--- config.mk ---
export PLATFORM = sky130hd
export DESIGN_NAME = hcb_ctrl
export DESIGN_NICKNAME = d
export VERILOG_FILES = /design/src/rtl/hcb_pkg.sv /design/src/rtl/hcb_ctrl.sv
export SDC_FILE = /design/constraint.sdc
export NUM_CORES = 1
export LEC_CHECK = 0
export BUFFER_PORTS_ARGS = -buffer_cell sky130_fd_sc_hd__buf_4
export CORE_AREA = 3 3 45 47
export CTS_CLUSTER_SIZE = 40
export DETAILED_ROUTE_END_ITERATION = 16
export DIE_AREA = 0 0 48 50
export GPL_TIMING_DRIVEN = 0
export PLACE_DENSITY = 0.7
export SETUP_SLACK_MARGIN = 0.02
export SLEW_MARGIN = 20
export SYNTH_ARGS = -nofsm -noshare
export SYNTH_HDL_FRONTEND = slang
export SYNTH_SLANG_ARGS = --single-unit
--- constraint.sdc ---
create_clock -name clk -period 1.72 [get_ports clk]
set_input_delay 0.172 -clock clk [delete_from_list [all_inputs] [get_ports clk]]
set_output_delay 0.172 -clock clk [all_outputs]
set_load 0.01 [all_outputs]
--- src/rtl/hcb_pkg.sv ---
`timescale 1ns / 1ps
// ----------------------------------------------------------------------------
// hcb_pkg
// Shared types, sizes and codes of the halo coupling COO builder.
// ----------------------------------------------------------------------------
package hcb_pkg;

  localparam int MAX_CELLS = 1024;
  localparam int MAX_NEIGH = 8;
  localparam int MAX_DOF   = 2;
  localparam int MAX_EQ    = 4096;

  localparam int CELL_W  = 10;   // cell_req field
  localparam int SLOT_W  = 3;
  localparam int VAL_W   = 14;
  localparam int CMD_W   = 3;
  localparam int ROW_W   = 13;
  localparam int RES_W   = 16;
  localparam int CFG_IW  = 2;
  localparam int CFG_DW  = 13;
  localparam int NEQ_W   = 13;
  localparam int DOFS_W  = 2;
  localparam int NCELL_W = 11;

  localparam int DOF_W   = (MAX_DOF > 1) ? $clog2(MAX_DOF) : 1;
  localparam int NB_SW   = (MAX_NEIGH > 1) ? $clog2(MAX_NEIGH) : 1;
  localparam int NCNT_W  = $clog2(MAX_NEIGH + 1);
  localparam int ND_W    = $clog2(MAX_DOF + 1);
  localparam int CIDX_W  = $clog2(MAX_CELLS);
  localparam int EQ_AW   = $clog2(MAX_CELLS * MAX_DOF);
  localparam int NB_AW   = $clog2(MAX_CELLS * MAX_NEIGH);
  localparam int EQ_VW   = $clog2(MAX_EQ + 1);
  localparam int NB_VW   = $clog2(MAX_CELLS + 1);
  localparam int RP_AW   = $clog2(MAX_EQ + 2);
  localparam int RP_DEPTH = MAX_EQ + 1;

  typedef enum logic [CMD_W-1:0] {
    CMD_CLEAR    = 3'd0,
    CMD_LOAD_EQ  = 3'd1,
    CMD_LOAD_NB  = 3'd2,
    CMD_LOAD_CNT = 3'd3,
    CMD_PROCESS  = 3'd4
  } cmd_t;

  typedef enum logic [CFG_IW-1:0] {
    CFG_NUM_EQ    = 2'd0,
    CFG_DOFS      = 2'd1,
    CFG_NUM_CELLS = 2'd2
  } cfg_idx_t;

  typedef enum logic [3:0] {
    ST_CLEAR, ST_IDLE, ST_CNT_RD, ST_ROW_RD, ST_ROW_CHK, ST_EQ_RD, ST_EQ_CHK,
    ST_NB_SEL, ST_NB_CHK, ST_RP_RD, ST_RP_EMIT, ST_FLUSH
  } state_t;

  typedef struct packed {
    logic accept;
    logic start;
    logic clr_start;
    logic clr_step;
    logic cnt_rd;
    logic row_rd;
    logic row_take;
    logic jd_inc;
    logic eq_rd;
    logic push_pair;
    logic d_inc;
    logic eq_done;
    logic nb_rd;
    logic nb_take;
    logic j_inc;
    logic rp_rd;
    logic push_rp;
    logic flush;
  } ctl_cmd_t;

  typedef struct packed {
    logic is_clear;
    logic proc_ok;
    logic eq_zero;
    logic couple;
    logic d_last;
    logic j_more;
    logic nb_zero;
    logic row_ok;
    logic jd_last;
    logic can_push;
    logic pend_valid;
    logic out_free;
    logic clr_done;
  } ctl_sts_t;

  typedef struct packed {
    logic             kind;
    logic [ROW_W-1:0] row;
    logic [RES_W-1:0] value_res;
    logic [RES_W-1:0] pair_index;
  } res_t;

endpackage

--- src/rtl/hcb_ctrl.sv ---
`timescale 1ns / 1ps
// ----------------------------------------------------------------------------
// hcb_ctrl
// Sequencer that walks rows, own cell, neighbours and row pointer updates.
// ----------------------------------------------------------------------------
module hcb_ctrl import hcb_pkg::*; (
  input  logic     clk,
  input  logic     rst,
  input  logic     in_valid,
  output logic     in_ready,
  input  ctl_sts_t sts,
  output ctl_cmd_t cmd
);

  state_t state, state_next;

  always_ff @(posedge clk) begin
    if (rst) state <= ST_CLEAR;
    else     state <= state_next;
  end

  always_comb begin
    state_next = state;
    cmd        = '0;
    in_ready   = 1'b0;
    case (state)
      ST_CLEAR: begin
        cmd.clr_step = 1'b1;
        if (sts.clr_done) state_next = ST_IDLE;
      end
      ST_IDLE: begin
        in_ready = 1'b1;
        if (in_valid) begin
          cmd.accept = 1'b1;
          if (sts.is_clear) begin
            cmd.clr_start = 1'b1;
            state_next    = ST_CLEAR;
          end else if (sts.proc_ok) begin
            cmd.start  = 1'b1;
            state_next = ST_CNT_RD;
          end
        end
      end
      ST_CNT_RD: begin
        cmd.cnt_rd = 1'b1;
        state_next = ST_ROW_RD;
      end
      ST_ROW_RD: begin
        cmd.row_rd = 1'b1;
        state_next = ST_ROW_CHK;
      end
      ST_ROW_CHK: begin
        if (!sts.eq_zero) begin
          cmd.row_take = 1'b1;
          state_next   = ST_EQ_RD;
        end else if (sts.jd_last) begin
          state_next = ST_FLUSH;
        end else begin
          cmd.jd_inc = 1'b1;
          state_next = ST_ROW_RD;
        end
      end
      ST_EQ_RD: begin
        cmd.eq_rd  = 1'b1;
        state_next = ST_EQ_CHK;
      end
      ST_EQ_CHK: begin
        if (!sts.couple || sts.can_push) begin
          cmd.push_pair = sts.couple;
          if (sts.d_last) begin
            cmd.eq_done = 1'b1;
            state_next  = ST_NB_SEL;
          end else begin
            cmd.d_inc  = 1'b1;
            state_next = ST_EQ_RD;
          end
        end
      end
      ST_NB_SEL: begin
        if (sts.j_more) begin
          cmd.nb_rd  = 1'b1;
          state_next = ST_NB_CHK;
        end else begin
          state_next = ST_RP_RD;
        end
      end
      ST_NB_CHK: begin
        if (sts.nb_zero) begin
          cmd.j_inc  = 1'b1;
          state_next = ST_NB_SEL;
        end else begin
          cmd.nb_take = 1'b1;
          state_next  = ST_EQ_RD;
        end
      end
      ST_RP_RD: begin
        if (sts.row_ok) begin
          cmd.rp_rd  = 1'b1;
          state_next = ST_RP_EMIT;
        end else if (sts.jd_last) begin
          state_next = ST_FLUSH;
        end else begin
          cmd.jd_inc = 1'b1;
          state_next = ST_ROW_RD;
        end
      end
      ST_RP_EMIT: begin
        if (sts.can_push) begin
          cmd.push_rp = 1'b1;
          if (sts.jd_last) begin
            state_next = ST_FLUSH;
          end else begin
            cmd.jd_inc = 1'b1;
            state_next = ST_ROW_RD;
          end
        end
      end
      ST_FLUSH: begin
        if (!sts.pend_valid) begin
          state_next = ST_IDLE;
        end else if (sts.out_free) begin
          cmd.flush  = 1'b1;
          state_next = ST_IDLE;
        end
      end
      default: state_next = ST_CLEAR;
    endcase
  end

endmodule

==> results of run 1 <==
[area by class of cell]
type	instances	area, um2
Fill cell	154	656
Sequential cell	4	90.1
Multi-Input combinational cell	75	518
Timing Repair Buffer	41	305
Buffer	6	61.3
Inverter	4	15.0
Clock buffer	3	22.5
Tap cell	17	21.3
[cell families after synthesis]
logic type | count (synthesis) | synth area share
AOI/OAI and AO/OA | 22 | 0.248
and+or+nand+nor | 51 | 0.512
muxes | 2 | 0.0406
buffers and inverters | 10 | 0.0691
DFF | 4 | 0.130
[through the flow]
step	area [um2]	utilization
after floorplan	624	-
after global placement	901	0.533
after detailed placement	901	0.533
after CTS	1020	0.604
after global routing	1030	0.612
final	1030	0.612
[power groups by stage]
stage / Combinational [mW] / Clock [mW] / Sequential [mW]
6_report: 0.640 / 0.120 / 0.134
3_5_place_dp: 0.536 / 0 / 0.127
5_1_grt: 0.693 / 0.130 / 0.137
4_1_cts: 0.626 / 0.123 / 0.134
2_1_floorplan: 0.379 / 0 / 0.123
3_3_place_gp: 0.536 / 0 / 0.125
[final timing paths]
check / startpoint / endpoint / slack, ns / cells after the start
worst max-delay path: state[1] / state[0] / 0.01 / 5
worst min-delay path: rst / state[3] / 0.12 / 2
worst max register to register: state[1] / state[0] / 0.01 / 5
worst min register to register: state[3] / state[3] / 0.69 / 3
[synthesized netlist by cell type]
cell type | n | area, um2
o21ai_0 | 3 | 15.0
nor4b_4 | 1 | 23.8
and3_1 | 4 | 25.0
buf_2 | 1 | 5.00
nor4_1 | 1 | 6.26
or4bb_1 | 1 | 11.3
o22ai_1 | 1 | 6.26
mux2_4 | 1 | 15.0
mux2i_1 | 1 | 10.0
and4_1 | 1 | 8.76
dfxtp_1 | 4 | 80.1
nand2b_1 | 8 | 50.1
o41ai_1 | 2 | 17.5
o31ai_1 | 1 | 7.51
o22a_1 | 1 | 8.76
o32a_1 | 1 | 10.0
a31oi_1 | 1 | 6.26
or4_4 | 1 | 11.3
a2bb2oi_1 | 2 | 17.5
and2_1 | 1 | 6.26
buf_1 | 1 | 3.75
nor4_2 | 1 | 12.5
nor3_1 | 6 | 30.0
a22oi_1 | 1 | 7.51
and3b_1 | 1 | 8.76
or4b_2 | 1 | 10.0
buf_4 | 1 | 7.51
nor2b_1 | 8 | 50.1
a32oi_1 | 1 | 8.76
nor2_1 | 10 | 37.5
nand2_1 | 5 | 18.8
nand3_1 | 1 | 5.00
a21oi_1 | 6 | 30.0
clkbuf_1 | 3 | 11.3
inv_1 | 4 | 15.0
a22o_1 | 2 | 17.5
[critical path, stage by stage, from the launching register on]
cell and delay (ns):
dfxtp_2 0.35, buf_6 0.13, nor4_2 0.05, a22o_1 0.26, or4_4 0.50, mux2_4 0.30
[timing repair]
item / in CTS / in global routing
gates resized for setup: 16 / 5
pin swaps: 1 / 0
setup buffers: 6 / 0
setup endpoints to repair: 6 / 7
cloned: 1 / 0
[routing by layer]
layer / up-vias / routed length [um] / GRT usage
met2: 31 / 957 / 0.306
li1: 420 / - / -
met4: 0 / 17 / 0.0269
met3: 2 / 108 / 0.0328
met5: - / 0 / 0
met1: 368 / 937 / 0.247
==> metrics.yaml, run 1 <==
outcome: "completed"
clkPwrFrac: 0.134
yosysWarnings: 0
cts.path.max_buffers: 2
swShare: 0.397
finalNonFillerCells: 150
reg_top3: "state: 4 flops"
drc: 0
cts_tree: "built"
crit_required_ns: 1.85
setup_ws_ns: 0.0101
wl_per_cell_um: 13.5
dp_hpwl_mm: 1.47
mostFrequentLayoutCells: "40 x buf_4, 10 x nor2_1, 8 x nand2b_1, 6 x nor3_1"
grt_setup_unrepaired: "yes"
arrival_ns: 1.84
start_util: 0.364
coreArea_mm2: 0.00169
syn-cell-area_um2: 616
grt_usage: 0.185
clock.fmax_mhz: 585
path_class: "reg -> reg"
grt_pass1_wl_mm: 3.34
port-buffer-count: 34
wirelength_mm: 2.02
dieArea_mm2: 0.00240
p_switching_mw: 0.355
row_count: 15
dp.cells: 140
clkSinkCount: 4
fin_skew_ns: 0.00575
ys_types: 36
final_common_cell: "buf_4"
gp_congestion: 0.897
combPwrFrac: 0.717
ys_seq_area_frac: 0.130
fin_crit_ns: 1.71
grt_max_degree: 11
grt_pass1_vias: 760
firstDrtPassIters: 4
ir_worst_vdd_uv: 369
vias: 821
worst_hold_path_type: "in -> reg"
area_growth_pct: 67.9
power_leakage_nw: 0.493
cts-root-buf: "clkbuf_4"
maxCapViolations: 0
total_power_mw: 0.894
seqPwrFrac: 0.150
finalSetupViolCount: 0
p_per_area_mw_per_mm2: 865
antenna_cells: 0
crit_fanout: 5
io_pins: 35
max_slew_margin: 0.725
final.setup.tns_ns: 0
drt_iter0_markers: 14
worst_setup_path_start_kind: "flip-flop"
clk_pin_slew_ns: 0.04
max_flop_register: "state"
routed_via_density: 5.47
period_share: 0.994
syn_inst: 89
finalMaxSlewViolations: 0
clk_latency_ns: 0.24
hold_ws_ns: 0.124
cp-end-kind: "flip-flop"
antenna_left: 0
die_w_um: 48
largest_register_ffs: 4
hold_viol: 0
drive_above_1_share: 0.474
internal-power_mw: 0.539
ys_ff_latch: 4
worst_pin_slew_ns: 0.409
cts.hold.buffers_added: 0
cts_made_buffers: 3
syn_area_per_cell_um2: 6.92
overflow: 0
antenna_found_initial: 0
final_nets: 151
place_ws_ns: -0.0449
htreeDepth: 1
synth_nets: 105
chipHeight_um: 50
Power figures use the tool's default switching activity.
==> run 2, diff against run 1 <==
Settings changed: HOLD_SLACK_MARGIN from default to 0.15.
==> metrics.yaml, run 2 (synthesized netlist as in run 1, its figures left out) <==
dp_hpwl_mm: 1.47
hold_viol: 0
fin_skew_ns: 0.00425
antenna_left: 0
finalSetupViolCount: 0
largest_register_ffs: 4
maxCapViolations: 0
dieArea_mm2: 0.00240
wirelength_mm: 2.02
cts_tree: "built"
grt_pass1_vias: 762
vias: 835
power_leakage_nw: 0.502
gp_congestion: 0.897
fin_util: 0.622
reg_top3: "state: 4 flops"
clk_latency_ns: 0.24
crit_required_ns: 1.84
clkSinkCount: 4
row_count: 15
io_pins: 35
p_per_area_mw_per_mm2: 864
cts-root-buf: "clkbuf_4"
outcome: "completed"
drt_iter0_markers: 15
grt_pass1_wl_mm: 3.28
mostFrequentLayoutCells: "41 x buf_4, 10 x nor2_1, 8 x nand2b_1, 6 x nor3_1"
grt_usage: 0.180
cp-end-kind: "flip-flop"
chipHeight_um: 50
final.setup.tns_ns: 0
max_flop_register: "state"
place_ws_ns: -0.0449
start_util: 0.364
clk_pin_slew_ns: 0.04
dpl-instance-area_um2: 901
period_share: 0.986
worst_setup_path_start_kind: "flip-flop"
antenna_found_initial: 0
crit_fanout: 7
worst_hold_path_type: "in -> reg"
fin_area_mm2: 0.00105
area_growth_pct: 70.7
fin_crit_ns: 1.70
overflow: 0
htreeDepth: 1
grt_setup_unrepaired: "yes"
die_w_um: 48
nFillCells: 155
drc: 0
cts_made_buffers: 3
path_class: "reg -> reg"
wl_per_cell_um: 13.3
worst_pin_slew_ns: 0.407
grt_max_degree: 11
arrival_ns: 1.82
final_nets: 153
setup_ws_ns: 0.0235
antenna_cells: 0
max_slew_margin: 0.727
finalMaxSlewViolations: 0
clock.fmax_mhz: 589
ir_worst_vdd_uv: 369
drive_above_1_share: 0.474
firstDrtPassIters: 4
final_common_cell: "buf_4"
routed_via_density: 5.49
port-buffer-count: 34
coreArea_mm2: 0.00169
cts.path.max_buffers: 2
## run 2: area by class of cell
type,count,area (um2),share of cell area
multi-input cells,75,518,0.493
repair buffers,43,323,0.307
flip-flops and latches,4,90.1,0.0857
plain buffers,6,61.3,0.0583
clock buffers,3,22.5,0.0214
well taps,17,21.3,0.0202
inverters,4,15.0,0.0143
## run 2: metrics by stage
| step | power, mW | hold WS (ns) | instances |
|---|---|---|---|
| floorplan | 0.502 | 0.234 | 89 |
| global placement | 0.661 | 0.372 | 140 |
| detailed placement | 0.664 | 0.368 | 140 |
| CTS | 0.884 | 0.423 | 151 |
| global route | 0.974 | 0.469 | 152 |
| finish | 0.908 | 0.422 | 152 |
## run 2: path summary, 6_finish.rpt
| check | start | endpoint | slack (ns) | cells after the start |
|---|---|---|---|---|
| min reg2reg | state[3] | state[3] | 0.68 | 3 |
| max reg2reg | state[0] | state[0] | 0.02 | 5 |
| max | state[0] | state[0] | 0.02 | 5 |
| min | sts[5] | state[3] | 0.42 | 5 |
## run 2: timing repair
item / 4_1_cts / 5_1_grt
buffers inserted: 6 / 1
hold buffers: 1 / 0
gates cloned: 1 / 0
pin swaps: 1 / 1
gates resized for setup: 16 / 5
setup endpoints to repair: 6 / 7
endpoints found under the hold margin: 2 / 0
## run 2: power breakdown
group | internal (mW) | switching, mW | total (mW)
Combinational | 0.360 | 0.297 | 0.657
Sequential | 0.113 | 0.0198 | 0.133
Clock | 0.0782 | 0.0401 | 0.118
## run 2: per-layer routing
layer  vias up  global-route usage  part of all wire
li1        421                   -                 -
met5         -                   0                 0
met1       377               0.243              0.46
met4         0              0.0269            0.0084
met3         2              0.0328             0.062
met2        35               0.295              0.47
## run 2: critical path, stage by stage, from the launching register on
cell and delay (ns):
dfxtp_2 0.32, buf_6 0.13, nor4b_4 0.13, a22o_1 0.20, or4_4 0.49, mux2_4 0.30
==> run 3, diff against run 2 <==
Settings changed: SETUP_SLACK_MARGIN 0.02 to 0.3.
==> metrics.yaml, run 3 (synthesized netlist as in run 1, its figures left out) <==
grt_usage: 0.185
fin_skew_ns: 0.00419
row_count: 15
max_flop_register: "state"
start_util: 0.364
drc: 0
io_pins: 35
arrival_ns: 1.84
area_growth_pct: 93.1
cts_made_buffers: 3
finalMaxSlewViolations: 0
coreArea_mm2: 0.00169
firstDrtPassIters: 4
crit_fanout: 7
reg_top3: "state: 4 flops"
die_w_um: 48
p_per_area_mw_per_mm2: 916
clkSinkCount: 4
hold_viol: 0
mostFrequentLayoutCells: "45 x buf_4, 8 x nor2_1, 6 x buf_6, 6 x nand2b_1"
final_nets: 161
antenna_found_initial: 0
clk_latency_ns: 0.23
violations: "setup timing"
grt_max_degree: 11
hold_ws_ns: 0.459
vias: 894
dp_hpwl_mm: 1.53
grt_pass1_wl_mm: 3.24
crit_required_ns: 1.83
fin_crit_ns: 1.73
antenna_left: 0
port-buffer-count: 34
clock.fmax_mhz: 578
largest_register_ffs: 4
fin_area_mm2: 0.00119
grt_pass1_vias: 775
period_share: 1.01
setup_ws_ns: -0.0110
antenna_cells: 0
power_leakage_nw: 0.551
rrSetupSlack_ns: -0.01
max_slew_margin: 0.722
wirelength_mm: 2.35
cts-root-buf: "clkbuf_4"
cp-end-kind: "flip-flop"
worst_setup_path_start_kind: "flip-flop"
overflow: 0
drt_iter0_markers: 24
outcome: "finished with violations"
path_class: "reg -> reg"
worst_pin_slew_ns: 0.413
finalSetupViolCount: 1
gp_congestion: 0.843
worst_hold_path_type: "in -> reg"
wl_per_cell_um: 14.7
drive_above_1_share: 0.559
final_common_cell: "buf_4"
chipHeight_um: 50
maxCapViolations: 0
cts.path.max_buffers: 2
ir_worst_vdd_uv: 665
dieArea_mm2: 0.00240
grt_setup_unrepaired: "yes"
clk_pin_slew_ns: 0.04
cts_tree: "built"
htreeDepth: 1
routed_via_density: 5.59
total_power_mw: 1.09
dpl-instance-area_um2: 916
[run 3: layer usage]
| layer | vias to the layer above | share of wire | global-route usage |
|---|---|---|---|
| met5 | - | 0 | 0 |
| met4 | 0 | 0.011 | 0.0673 |
| met2 | 45 | 0.51 | 0.311 |
| met1 | 408 | 0.41 | 0.222 |
| met3 | 6 | 0.066 | 0.0328 |
| li1 | 435 | - | - |
[run 3: area by class of cell]
class | count | area (um2)
multi-input combinational | 75 | 566
fill | 130 | 500
timing repair buffer | 51 | 398
sequential | 4 | 92.6
buffer | 6 | 73.8
clock buffer | 3 | 22.5
tap | 17 | 21.3
inverter | 4 | 15.0
[run 3: worst max-delay path, cell delays in order (launching register included)]
cell	delay (ns)
dfxtp_4	0.37
buf_4	0.13
nor4_2	0.05
a22o_1	0.25
or4_4	0.50
mux2_4	0.31
[run 3: per-stage QoR]
stage | util | cells | TNS (ns) | worst slack (ns)
detailed placement | 0.542 | 140 | -0.0411 | -0.0411
floorplan | - | 89 | 0 | 0.0287
finish | 0.704 | 160 | -0.0110 | -0.0110
global placement | 0.542 | 140 | -0.0360 | -0.0360
global route | 0.704 | 160 | -0.168 | -0.0631
CTS | 0.614 | 150 | 0 | 0.00803
[run 3: final timing paths]
| path | start | endpoint | depth (start not counted) |
|---|---|---|---|
| max | state[3] | state[0] | 5 |
| min | sts[4] | state[3] | 5 |
| max reg2reg | state[3] | state[0] | 5 |
| min reg2reg | state[3] | state[3] | 3 |
[run 3: where the power goes]
part	switching (mW)	internal, mW	total (mW)
Clock	0.0333	0.0777	0.111
Combinational	0.359	0.482	0.841
Sequential	0.0203	0.117	0.138
[run 3: what timing repair did]
item | 4_1_cts | 5_1_grt
gates resized for setup | 16 | 21
hold endpoints to repair | 2 | 0
setup buffers | 5 | 10
hold buffers | 1 | 0
pin swaps | 0 | 4
cloned | 1 | 0
setup endpoints to repair | 19 | 21
